`config.mk`:
```
export PLATFORM = sky130hd
export DESIGN_NAME = epoch_timekeeper_with_persist_flat
export DESIGN_NICKNAME = d
export VERILOG_FILES = /design/src/design/ets_pkg.sv /design/src/design/ets_if.sv /design/src/design/epoch_timekeeper_with_persist.sv /design/src/flat_wrapper.sv
export SDC_FILE = /design/constraint.sdc
export NUM_CORES = 2
export LEC_CHECK = 0
export ABC_CLOCK_PERIOD_IN_PS = 32800
export BUFFER_PORTS_ARGS = -buffer_cell sky130_fd_sc_hd__buf_2
export CAP_MARGIN = 20
export CORE_MARGIN = 2
export CORE_UTILIZATION = 45
export CTS_CLUSTER_DIAMETER = 50
export CTS_CLUSTER_SIZE = 14
export DETAILED_ROUTE_END_ITERATION = 8
export PLACE_DENSITY = 0.67
export SETUP_SLACK_MARGIN = 0.1
export SYNTH_ARGS = -nofsm -noshare
export SYNTH_HDL_FRONTEND = slang
export SYNTH_SLANG_ARGS = --single-unit
```
`constraint.sdc`:
```
create_clock -name clock -period 32.8 [get_ports clock]
set_input_delay 6.56 -clock clock [delete_from_list [all_inputs] [get_ports clock]]
set_output_delay 6.56 -clock clock [all_outputs]
set_load 0.01 [all_outputs]
```
`src/design/ets_pkg.sv`:
```
// shared constants and types for the epoch timekeeper
// no dependencies; imported by the channel interfaces and the top level
`default_nettype none

package ets_pkg;

   // tick rate of the low-rate clock; must be a power of two
   localparam int TICKS_PER_SEC = 8;
   localparam int SEC_SHIFT     = $clog2(TICKS_PER_SEC);
   localparam int DEF_TICK_BITS = 40;

   localparam int FUNC_W    = 3;
   localparam int STATUS_W  = 2;
   localparam int EPOCH_W   = 32;
   localparam int DELTA_W   = 16;
   localparam int CSR_IDX_W = 4;
   localparam int CSR_DATA_W = 32;

   localparam logic [31:0] DEF_PERSIST_INTERVAL = 32'(TICKS_PER_SEC * 5 * 60);
   localparam logic [15:0] DEF_MIN_DELTA        = 16'd30;
   localparam logic [31:0] DEF_MIN_EPOCH        = 32'd1704067200;
   localparam logic [31:0] DEF_MAX_EPOCH        = 32'd4102444800;

   typedef enum logic [FUNC_W-1:0] {
      FUNC_TICK    = 3'd0,
      FUNC_SET     = 3'd1,
      FUNC_RESTORE = 3'd2,
      FUNC_PERSIST = 3'd3,
      FUNC_CONVERT = 3'd4
   } func_type;

   typedef enum logic [STATUS_W-1:0] {
      STAT_UNKNOWN = 2'd0,
      STAT_STALE   = 2'd1,
      STAT_FRESH   = 2'd2
   } status_type;

   typedef enum logic [CSR_IDX_W-1:0] {
      CSR_PERSIST_INTERVAL = 4'd0,
      CSR_MIN_DELTA        = 4'd1,
      CSR_MIN_EPOCH        = 4'd2,
      CSR_MAX_EPOCH        = 4'd3
   } csr_idx_type;

endpackage

`default_nettype wire

```
`src/design/ets_if.sv`:
```
// valid/ready channel interfaces for the epoch timekeeper: request, response, csr write
// depends on ets_pkg
`default_nettype none

interface ets_req_if import ets_pkg::*; #(
   parameter int TICK_BITS = DEF_TICK_BITS
) ();
   logic                 valid;
   logic                 ready;
   logic [FUNC_W-1:0]    func;
   logic [EPOCH_W-1:0]   epoch_value;
   logic [TICK_BITS-1:0] query_ticks;

   modport source (output valid, func, epoch_value, query_ticks, input ready);
   modport sink   (input valid, func, epoch_value, query_ticks, output ready);
endinterface

interface ets_rsp_if import ets_pkg::*; ();
   logic                valid;
   logic                ready;
   logic [EPOCH_W-1:0]  current_epoch;
   logic [STATUS_W-1:0] sync_status;
   logic [EPOCH_W-1:0]  seconds_since_sync;
   logic [EPOCH_W-1:0]  uptime_seconds;
   logic [EPOCH_W-1:0]  converted_epoch;
   logic                persist_request;
   logic [EPOCH_W-1:0]  persist_epoch;
   logic                accepted;

   modport source (output valid, current_epoch, sync_status, seconds_since_sync,
                   uptime_seconds, converted_epoch, persist_request, persist_epoch,
                   accepted, input ready);
   modport sink   (input valid, current_epoch, sync_status, seconds_since_sync,
                   uptime_seconds, converted_epoch, persist_request, persist_epoch,
                   accepted, output ready);
endinterface

interface ets_csr_if import ets_pkg::*; ();
   logic                  valid;
   logic                  ready;
   logic [CSR_IDX_W-1:0]  index;
   logic [CSR_DATA_W-1:0] wdata;

   modport source (output valid, index, wdata, input ready);
   modport sink   (input valid, index, wdata, output ready);
endinterface

`default_nettype wire

```
`src/design/epoch_timekeeper_with_persist.sv`:
```
// epoch timekeeper top level: tick counter, epoch base, persist decisions, result register
// depends on ets_pkg and the channel interfaces in ets_if
`default_nettype none

// Keeps wall-clock epoch seconds from a tick count at TICKS_PER_SEC ticks per second.
// Each request (tick, set time, restore saved, persist now, convert ticks) is taken and
// its response appears in the result register on the next cycle; a new request
// is taken every cycle as long as the result register is empty or being drained, so the
// sustained rate is one request per clock and is set by the response channel alone.
// The block never writes storage itself: it raises persist_request with the epoch to store.
// Csr writes are always ready and take effect on the next cycle.
module epoch_timekeeper_with_persist import ets_pkg::*; #(
   parameter int TICK_BITS = DEF_TICK_BITS
) (
   input  wire      clock,
   input  wire      reset,
   ets_req_if.sink  req_in,
   ets_rsp_if.source rsp_out,
   ets_csr_if.sink  csr_in
);

   localparam logic [EPOCH_W-1:0] EPOCH_ALL = '1;

   function automatic logic [EPOCH_W-1:0] sat_secs(input logic [TICK_BITS-1:0] t);
      logic [63:0] s;
      s = 64'(t) >> SEC_SHIFT;
      return (|s[63:32]) ? EPOCH_ALL : s[31:0];
   endfunction

   function automatic logic [EPOCH_W-1:0] sat_add(input logic [EPOCH_W-1:0] a,
                                                  input logic [EPOCH_W-1:0] b);
      logic [EPOCH_W:0] s;
      s = {1'b0, a} + {1'b0, b};
      return s[EPOCH_W] ? EPOCH_ALL : s[EPOCH_W-1:0];
   endfunction

   function automatic logic [EPOCH_W-1:0] epoch_at(input logic [TICK_BITS-1:0] t,
                                                   input logic [TICK_BITS-1:0] bt,
                                                   input logic [EPOCH_W-1:0]   be,
                                                   input status_type           st);
      logic [EPOCH_W-1:0] back;
      back = sat_secs(bt - t);
      if (st == STAT_UNKNOWN || be == '0) return '0;
      if (t >= bt) return sat_add(be, sat_secs(t - bt));
      return (be > back) ? be - back : '0;
   endfunction

   // csr registers
   logic [31:0]        cfg_interval_ff;
   logic [DELTA_W-1:0] cfg_delta_ff;
   logic [EPOCH_W-1:0] cfg_min_ff;
   logic [EPOCH_W-1:0] cfg_max_ff;

   // timekeeping state
   logic [TICK_BITS-1:0] tick_count_ff, tick_count_in;
   logic [TICK_BITS-1:0] base_tick_ff, base_tick_in;
   logic [EPOCH_W-1:0]   base_epoch_ff, base_epoch_in;
   logic [TICK_BITS-1:0] sync_tick_ff, sync_tick_in;
   logic                 ever_synced_ff, ever_synced_in;
   logic [EPOCH_W-1:0]   last_saved_ff, last_saved_in;
   logic [TICK_BITS-1:0] last_save_tick_ff, last_save_tick_in;
   status_type           status_ff, status_in;

   // result register
   logic                rsp_valid_ff;
   logic [EPOCH_W-1:0]  rsp_epoch_ff, rsp_epoch_in;
   status_type          rsp_status_ff;
   logic [EPOCH_W-1:0]  rsp_since_ff, rsp_since_in;
   logic [EPOCH_W-1:0]  rsp_uptime_ff, rsp_uptime_in;
   logic [EPOCH_W-1:0]  rsp_conv_ff, rsp_conv_in;
   logic                rsp_preq_ff, rsp_preq_in;
   logic [EPOCH_W-1:0]  rsp_pepoch_ff, rsp_pepoch_in;
   logic                rsp_acc_ff, rsp_acc_in;

   func_type             req_func;
   logic                 req_fire;
   logic [EPOCH_W-1:0]   now_epoch;
   logic [TICK_BITS-1:0] save_gap;
   logic                 ev_ok;
   logic                 now_ok;
   logic [EPOCH_W-1:0]   save_diff;

   assign req_func     = func_type'(req_in.func);
   assign req_in.ready = !rsp_valid_ff || rsp_out.ready;
   assign req_fire     = req_in.valid && req_in.ready;
   assign csr_in.ready = 1'b1;

   always_ff @(posedge clock) begin
      if (reset) begin
         cfg_interval_ff <= DEF_PERSIST_INTERVAL;
         cfg_delta_ff    <= DEF_MIN_DELTA;
         cfg_min_ff      <= DEF_MIN_EPOCH;
         cfg_max_ff      <= DEF_MAX_EPOCH;
      end else if (csr_in.valid) begin
         case (csr_idx_type'(csr_in.index))
            CSR_PERSIST_INTERVAL: cfg_interval_ff <= csr_in.wdata;
            CSR_MIN_DELTA:        cfg_delta_ff    <= csr_in.wdata[DELTA_W-1:0];
            CSR_MIN_EPOCH:        cfg_min_ff      <= csr_in.wdata;
            CSR_MAX_EPOCH:        cfg_max_ff      <= csr_in.wdata;
            default: ;
         endcase
      end
   end

   always_comb begin
      tick_count_in     = tick_count_ff;
      if (req_fire && req_func == FUNC_TICK) begin
         tick_count_in = tick_count_ff + TICK_BITS'(1);
      end
      base_tick_in      = base_tick_ff;
      base_epoch_in     = base_epoch_ff;
      sync_tick_in      = sync_tick_ff;
      ever_synced_in    = ever_synced_ff;
      last_saved_in     = last_saved_ff;
      last_save_tick_in = last_save_tick_ff;
      status_in         = status_ff;
      rsp_conv_in       = '0;
      rsp_preq_in       = 1'b0;
      rsp_pepoch_in     = '0;
      rsp_acc_in        = 1'b0;

      // epoch at the post-tick count on the current base, for auto and forced persist
      now_epoch = epoch_at(tick_count_in, base_tick_ff, base_epoch_ff, status_ff);
      save_gap  = tick_count_in - last_save_tick_ff;
      ev_ok     = req_in.epoch_value >= cfg_min_ff && req_in.epoch_value <= cfg_max_ff;
      now_ok    = now_epoch >= cfg_min_ff && now_epoch <= cfg_max_ff;
      save_diff = (now_epoch >= last_saved_ff) ? now_epoch - last_saved_ff
                                               : last_saved_ff - now_epoch;

      if (req_fire) begin
         case (req_func)
            FUNC_TICK: begin
               if (save_gap >= TICK_BITS'(cfg_interval_ff)) begin
                  last_save_tick_in = tick_count_in;
                  if (now_epoch != '0 && now_ok &&
                      (last_saved_ff == '0 || save_diff >= EPOCH_W'(cfg_delta_ff))) begin
                     rsp_preq_in   = 1'b1;
                     rsp_pepoch_in = now_epoch;
                     last_saved_in = now_epoch;
                  end
               end
            end
            FUNC_SET: begin
               if (ev_ok) begin
                  rsp_acc_in        = 1'b1;
                  base_tick_in      = tick_count_ff;
                  base_epoch_in     = req_in.epoch_value;
                  sync_tick_in      = tick_count_ff;
                  ever_synced_in    = 1'b1;
                  status_in         = STAT_FRESH;
                  rsp_preq_in       = 1'b1;
                  rsp_pepoch_in     = req_in.epoch_value;
                  last_saved_in     = req_in.epoch_value;
                  last_save_tick_in = tick_count_ff;
               end
            end
            FUNC_RESTORE: begin
               if (ev_ok) begin
                  rsp_acc_in    = 1'b1;
                  base_epoch_in = req_in.epoch_value;
                  base_tick_in  = '0;
                  last_saved_in = req_in.epoch_value;
                  status_in     = STAT_STALE;
               end
            end
            FUNC_PERSIST: begin
               if (now_epoch != '0) begin
                  if (now_ok) begin
                     rsp_preq_in   = 1'b1;
                     rsp_pepoch_in = now_epoch;
                     last_saved_in = now_epoch;
                  end
                  last_save_tick_in = tick_count_ff;
               end
            end
            FUNC_CONVERT: begin
               rsp_conv_in = epoch_at(req_in.query_ticks, base_tick_ff, base_epoch_ff,
                                      status_ff);
            end
            default: ;
         endcase
      end

      // report on the state as it stands after this request
      rsp_epoch_in  = epoch_at(tick_count_in, base_tick_in, base_epoch_in, status_in);
      rsp_uptime_in = sat_secs(tick_count_in);
      if (!ever_synced_in) begin
         rsp_since_in = EPOCH_ALL;
      end else if (tick_count_in >= sync_tick_in) begin
         rsp_since_in = sat_secs(tick_count_in - sync_tick_in);
      end else begin
         rsp_since_in = '0;
      end
   end

   always_ff @(posedge clock) begin
      if (reset) begin
         tick_count_ff     <= '0;
         base_tick_ff      <= '0;
         base_epoch_ff     <= '0;
         sync_tick_ff      <= '0;
         ever_synced_ff    <= 1'b0;
         last_saved_ff     <= '0;
         last_save_tick_ff <= '0;
         status_ff         <= STAT_UNKNOWN;
      end else begin
         tick_count_ff     <= tick_count_in;
         base_tick_ff      <= base_tick_in;
         base_epoch_ff     <= base_epoch_in;
         sync_tick_ff      <= sync_tick_in;
         ever_synced_ff    <= ever_synced_in;
         last_saved_ff     <= last_saved_in;
         last_save_tick_ff <= last_save_tick_in;
         status_ff         <= status_in;
      end
   end

   always_ff @(posedge clock) begin
      if (reset) begin
         rsp_valid_ff <= 1'b0;
      end else if (req_fire) begin
         rsp_valid_ff <= 1'b1;
      end else if (rsp_out.ready) begin
         rsp_valid_ff <= 1'b0;
      end
   end

   always_ff @(posedge clock) begin
      if (req_fire) begin
         rsp_epoch_ff  <= rsp_epoch_in;
         rsp_status_ff <= status_in;
         rsp_since_ff  <= rsp_since_in;
         rsp_uptime_ff <= rsp_uptime_in;
         rsp_conv_ff   <= rsp_conv_in;
         rsp_preq_ff   <= rsp_preq_in;
         rsp_pepoch_ff <= rsp_pepoch_in;
         rsp_acc_ff    <= rsp_acc_in;
      end
   end

   assign rsp_out.valid              = rsp_valid_ff;
   assign rsp_out.current_epoch      = rsp_epoch_ff;
   assign rsp_out.sync_status        = rsp_status_ff;
   assign rsp_out.seconds_since_sync = rsp_since_ff;
   assign rsp_out.uptime_seconds     = rsp_uptime_ff;
   assign rsp_out.converted_epoch    = rsp_conv_ff;
   assign rsp_out.persist_request    = rsp_preq_ff;
   assign rsp_out.persist_epoch      = rsp_pepoch_ff;
   assign rsp_out.accepted           = rsp_acc_ff;

`ifndef SYNTHESIS
   a_fresh_means_synced: assert property (@(posedge clock) disable iff (reset)
      status_ff == STAT_FRESH |-> ever_synced_ff)
      else $error("fresh status without a sync");

   a_tick_advances: assert property (@(posedge clock) disable iff (reset)
      req_fire && req_func == FUNC_TICK |=>
         tick_count_ff == $past(tick_count_ff) + TICK_BITS'(1))
      else $error("tick request did not advance the tick count");

   a_count_holds: assert property (@(posedge clock) disable iff (reset)
      !(req_fire && req_func == FUNC_TICK) |=> $stable(tick_count_ff))
      else $error("tick count moved without a tick request");

   a_unknown_reads_zero: assert property (@(posedge clock) disable iff (reset)
      rsp_valid_ff && rsp_status_ff == STAT_UNKNOWN |->
         rsp_epoch_ff == '0 && rsp_conv_ff == '0)
      else $error("nonzero epoch reported while time is unknown");
`endif

endmodule

`default_nettype wire

```
`src/flat_wrapper.sv`:
```
// flat-port wrapper written by rule: the top's interface ports become plain ports
module epoch_timekeeper_with_persist_flat import ets_pkg::*;
#(
   parameter int TICK_BITS = DEF_TICK_BITS
)
  (clock, reset, req_in_valid, req_in_func, req_in_epoch_value, req_in_query_ticks, req_in_ready, rsp_out_valid, rsp_out_current_epoch, rsp_out_sync_status, rsp_out_seconds_since_sync, rsp_out_uptime_seconds, rsp_out_converted_epoch, rsp_out_persist_request, rsp_out_persist_epoch, rsp_out_accepted, rsp_out_ready, csr_in_valid, csr_in_index, csr_in_wdata, csr_in_ready);
  ets_req_if #(.TICK_BITS(TICK_BITS)) req_in_i ();
  ets_rsp_if rsp_out_i ();
  ets_csr_if csr_in_i ();
  input  wire clock;
  input  wire reset;
  input wire logic [$bits(req_in_i.valid)-1:0] req_in_valid;
  input wire logic [$bits(req_in_i.func)-1:0] req_in_func;
  input wire logic [$bits(req_in_i.epoch_value)-1:0] req_in_epoch_value;
  input wire logic [$bits(req_in_i.query_ticks)-1:0] req_in_query_ticks;
  output wire logic [$bits(req_in_i.ready)-1:0] req_in_ready;
  output wire logic [$bits(rsp_out_i.valid)-1:0] rsp_out_valid;
  output wire logic [$bits(rsp_out_i.current_epoch)-1:0] rsp_out_current_epoch;
  output wire logic [$bits(rsp_out_i.sync_status)-1:0] rsp_out_sync_status;
  output wire logic [$bits(rsp_out_i.seconds_since_sync)-1:0] rsp_out_seconds_since_sync;
  output wire logic [$bits(rsp_out_i.uptime_seconds)-1:0] rsp_out_uptime_seconds;
  output wire logic [$bits(rsp_out_i.converted_epoch)-1:0] rsp_out_converted_epoch;
  output wire logic [$bits(rsp_out_i.persist_request)-1:0] rsp_out_persist_request;
  output wire logic [$bits(rsp_out_i.persist_epoch)-1:0] rsp_out_persist_epoch;
  output wire logic [$bits(rsp_out_i.accepted)-1:0] rsp_out_accepted;
  input wire logic [$bits(rsp_out_i.ready)-1:0] rsp_out_ready;
  input wire logic [$bits(csr_in_i.valid)-1:0] csr_in_valid;
  input wire logic [$bits(csr_in_i.index)-1:0] csr_in_index;
  input wire logic [$bits(csr_in_i.wdata)-1:0] csr_in_wdata;
  output wire logic [$bits(csr_in_i.ready)-1:0] csr_in_ready;
  assign req_in_i.valid = req_in_valid;
  assign req_in_i.func = req_in_func;
  assign req_in_i.epoch_value = req_in_epoch_value;
  assign req_in_i.query_ticks = req_in_query_ticks;
  assign req_in_ready = req_in_i.ready;
  assign rsp_out_valid = rsp_out_i.valid;
  assign rsp_out_current_epoch = rsp_out_i.current_epoch;
  assign rsp_out_sync_status = rsp_out_i.sync_status;
  assign rsp_out_seconds_since_sync = rsp_out_i.seconds_since_sync;
  assign rsp_out_uptime_seconds = rsp_out_i.uptime_seconds;
  assign rsp_out_converted_epoch = rsp_out_i.converted_epoch;
  assign rsp_out_persist_request = rsp_out_i.persist_request;
  assign rsp_out_persist_epoch = rsp_out_i.persist_epoch;
  assign rsp_out_accepted = rsp_out_i.accepted;
  assign rsp_out_i.ready = rsp_out_ready;
  assign csr_in_i.valid = csr_in_valid;
  assign csr_in_i.index = csr_in_index;
  assign csr_in_i.wdata = csr_in_wdata;
  assign csr_in_ready = csr_in_i.ready;
  epoch_timekeeper_with_persist #(.TICK_BITS(TICK_BITS)) u_core (.clock(clock), .reset(reset), .req_in(req_in_i), .rsp_out(rsp_out_i), .csr_in(csr_in_i));
endmodule
```
==> PnR_summary.wiki <==
{| class="wikitable"
! Metric !! Value
|-
| Total number of vias || about 54000
|-
| Top post-synthesis cells by area || sky130_fd_sc_hd__ha_1 16%, sky130_fd_sc_hd__dfxtp_1 13%, sky130_fd_sc_hd__edfxtp_1 9.2%, sky130_fd_sc_hd__a21oi_1 5.8%, sky130_fd_sc_hd__xnor2_1 4.9%
|-
| Vias per inst || about 6.2
|-
| Total length of routed wires || 227 mm
|-
| Total DRC errors in the routed layout || 0
|-
| Nature of the critical path startpoint || input port
|-
| Number of distinct standard cells referenced by the synthesized netlist || between 90 and 100
|-
| Reg2reg setup slack || around 14 ns
|-
| Final core utilization || 50.4%
|-
| CP required || 33.32 ns
|-
| Static power due to leakage || 0.0283 uW
|-
| Cell area after technology mapping || 53600 sq um
|-
| Clock latency on the worst-skew pair || about 0.70 ns
|-
| Total routing resource utilization after global routing || 35.7%
|-
| Least-Margin Pin Slew || about 1.4 ns
|-
| Height of the die || ~350 microns
|-
| Top cells by instance count after synthesis || 687 x sky130_fd_sc_hd__nand2_1, 677 x sky130_fd_sc_hd__ha_1, 642 x sky130_fd_sc_hd__nor2_1, 620 x sky130_fd_sc_hd__a21oi_1, 518 x sky130_fd_sc_hd__inv_1
|-
| Clock tree from TritonCTS || yes
|-
| Final critical delay including setup and external delays || 24.76 ns
|-
| Mean post-synth cell area || around 7.7 sq um
|-
| Syn Inst Count || about 7000
|-
| Layer with the highest usage || met2
|-
| Met3 Usage GRT || between 8 and 9%
|-
| Final hold viol count || 0
|-
| Worst Clk Skew || 0.0542 ns
|-
| Worst min-delay path endpoint || u_core.cfg_min_ff[12]
|-
| Met1 GRT Util || approximately half
|-
| Peak Freq || 0.0404 GHz
|-
| Top-count cell post-synth || sky130_fd_sc_hd__nand2_1
|-
| Count of boundary I/O pins || 283
|-
| Result of the run || finished clean
|-
| Clk slew on worst S/H paths || about 0.060 ns
|-
| Count of max-cap constraint violations || 0
|-
| Top flip-flop cell by instance count after synthesis || sky130_fd_sc_hd__dfxtp_1
|-
| GR Overflow Total || 0
|-
| Clock root buffer master || sky130_fd_sc_hd__clkbuf_16
|-
| Maximum number of pins on one net before global-route repair || 170
|-
| Master of the slowest instance on the critical path || sky130_fd_sc_hd__nor4b_2
|-
| RSZ-0062 raised after global routing || no
|-
| Most frequent CP cell || sky130_fd_sc_hd__a21o_1
|-
| Part of the total power dissipated in sequential elements || 31.8%
|-
| First-pass GRT wire length || 327 mm
|-
| Floorplan die width || 349 microns
|-
| Routability congestion estimate || 1.03
|-
| Syn nets || 7787
|-
| Buffers inserted during post-CTS setup optimization || 0
|-
| Worst slew slack as a fraction of its limit || 6.88%
|-
| Synth Warn # || 0
|-
| Final-stage net count || 7920
|-
| Critical Path Sink Type || flip-flop
|-
| Post-DP HPWL || 186 mm
|-
| Via count of the first global-routing pass || 50100
|-
| Worst path max stage delay || 0.83 ns
|-
| Worst IR Drop VDD || 0.0384 mV
|-
| Total of cells resized after clock tree synthesis || 0
|-
| Min-delay src || u_core.cfg_min_ff[12]
|-
| FF-to-FF path depth || 64
|-
| Remaining antenna violation count || 0
|-
| CTS sink count || 504
|-
| Met2 global-route usage || about 53%
|-
| Net switching component of the power || 740 uW
|-
| Internal Pwr Total || 1370 uW
|-
| Share of total power in combinational logic || 25.5%
|-
| Routed WL per cell || 26.0 microns
|-
| Flip-flop and latch count after synthesis || 504
|-
| Clock Path Buffers || 3
|-
| H-tree depth || 3
|-
| Hold Crit Depth || 2
|-
| Power per Cell Area || 35.5 nW/um^2
|-
| Post-synthesis async set-or-reset flop share || 0%
|-
| Pins Over Slew Limit || 0
|-
| Cell type with the largest total area after synthesis || sky130_fd_sc_hd__ha_1
|-
| Sequential-to-total area share from yosys stat || about 22%
|-
| Area growth, synth to finish || 10.9%
|-
| Initial cell density of the core || approximately 45%
|-
| Standard-cell rows || 126
|-
| Share of Yosys cell area claimed by the top area cell type || between 10% and 20%
|-
| Number of buffers added by the clock tree synthesis step || 77
|-
| Share of post-route cells with drive strength above 1 || 9.22%
|-
| Share of total power in the clock network || 42.7%
|-
| EDFF count, synth || roughly 160
|-
| Port Buf Inserts || ~280
|-
| Core region area || 118000 sq um
|-
| Crit share post-route || 75.5%
|-
| Switching portion of total power || 35.0%
|-
| Hold/Removal Path Class || reg -> reg
|-
| Signal arrival time at the worst endpoint || 25.27 ns
|-
| Number of antenna violations at the first check in global routing || 7
|-
| Die ar. || between 100000 and 150000 sq um
|-
| Final total negative setup slack || 0 ns
|-
| Violation count after the first detailed-route iteration || about 6000
|-
| Post-CTS Hold Buffers || 0
|-
| Total iterations of the first detailed-routing run || 6
|-
| Max FO, Critical Path || about 60
|-
| Crit Reg-Reg Startpoint || u_core.rsp_out.valid
|-
| Critical path type || in -> reg
|-
| FF-to-FF End || u_core.last_saved_ff[28]
|-
| Number of setup violations in the final report || 0
|}
[critical path: cells and delay by family]
family / cells / cell delay (ns)
mux: 3 / 0.95
compound gates: 30 / 8.10
simple gates: 18 / 5.73
buf+inv: 6 / 2.20
fa+ha+maj: 4 / 1.52
[registers in the layout, indices dropped and copies added, names as in the netlist, 2 cells and up]
signal	count
u_core.cfg_delta_ff	16
u_core.last_saved_ff	32
u_core.cfg_interval_ff	32
u_core.last_save_tick_ff	40
u_core.rsp_out.seconds_since_sync	32
u_core.cfg_max_ff	32
u_core.rsp_out.sync_status	2
u_core.rsp_out.current_epoch	32
u_core.status_ff	2
u_core.sync_tick_ff	40
u_core.tick_count_ff	40
u_core.rsp_out.converted_epoch	32
u_core.rsp_out.uptime_seconds	32
u_core.cfg_min_ff	32
u_core.base_tick_ff	40
u_core.rsp_out.persist_epoch	32
u_core.base_epoch_ff	32
[layout by cell type (no fill, tap or decap), types with 128 or more instances in the layout]
cell / n
sky130_fd_sc_hd__inv_1: 517
sky130_fd_sc_hd__nand3_1: 163
sky130_fd_sc_hd__xor2_1: 173
sky130_fd_sc_hd__edfxtp_1: 164
sky130_fd_sc_hd__nor2_1: 641
sky130_fd_sc_hd__nand4_1: 128
sky130_fd_sc_hd__dfxtp_1: 340
sky130_fd_sc_hd__a21oi_1: 618
sky130_fd_sc_hd__nand2_1: 687
sky130_fd_sc_hd__a21o_1: 246
sky130_fd_sc_hd__ha_1: 677
sky130_fd_sc_hd__xnor2_1: 297
sky130_fd_sc_hd__buf_2: 281
sky130_fd_sc_hd__o21ai_0: 383
[logic make-up (layout without fill, tap and decap cells)]
kind of cell | after synthesis | count (layout) | synth area share [%]
muxes | 136 | 136 | 2.58
adders and majority gates | 716 | 716 | 16.7
AOI/OAI and AO/OA | 2078 | 2078 | 25.3
and+or+nand+nor | 2220 | 2220 | 19.5
other | 1 | 6 | 0.00699
buffers and inverters | 852 | 1050 | 6.09
DFF | 504 | 504 | 21.9
xor gates and xnor gates | 478 | 478 | 7.95
[layout make-up]
type | instances | area, sq um
Clock buffer | 85 | 2020
Multi-Input combinational cell | 5629 | 38800
Timing Repair Buffer | 376 | 2180
Antenna cell | 5 | 12.5
Inverter | 530 | 2000
Fill cell | 11600 | 58600
Sequential cell | 504 | 11700
Tap cell | 1536 | 1920
Clock inverter | 59 | 826
[worst max-delay path by stage]
stage / from / to / slack (ns) / cells after the start
after floorplan: rsp_out_ready / u_core.last_saved_ff[28] / 7.41 / 68
after global placement: rsp_out_ready / u_core.last_saved_ff[28] / 8.18 / 64
after detailed placement: rsp_out_ready / u_core.last_saved_ff[28] / 7.86 / 64
after CTS: rsp_out_ready / u_core.last_saved_ff[28] / 8.53 / 64
after global routing: rsp_out_ready / u_core.last_saved_ff[8] / 6.84 / 65
final: req_in_func[1] / u_core.last_saved_ff[28] / 8.04 / 61
[layer usage]
| layer | share of wire (%) | vias up | wire, microns |
|---|---|---|---|
| met5 | 0 | - | 0 |
| met4 | 4.8 | 0 | 11000 |
| met3 | 10 | 431 | 22600 |
| met2 | 41 | 2606 | 93700 |
| met1 | 44 | 25700 | 99400 |
| li1 | - | 25500 | - |
[power by group through the flow]
stage | combinational (uW) | sequential, uW | clock (uW)
after floorplan | 352 | 685 | 0
after global placement | 524 | 684 | 0
after detailed placement | 522 | 684 | 0
after CTS | 525 | 671 | 910
after global routing | 579 | 672 | 935
final | 540 | 671 | 901
[per-stage QoR]
step,total power [uW],cells,hold WS (ns),setup WS (ns),instance area (sq um)
3_3_place_gp,1210,8569,0.442,8.18,56500
6_report,2110,8724,0.455,8.04,59500
3_5_place_dp,1210,8571,0.447,7.86,56600
4_1_cts,2110,8715,0.455,8.53,59400
5_1_grt,2190,8720,0.469,6.84,59500
2_1_floorplan,1040,6985,0.436,7.41,53600
No activity file was read; power rests on OpenSTA's default activity.
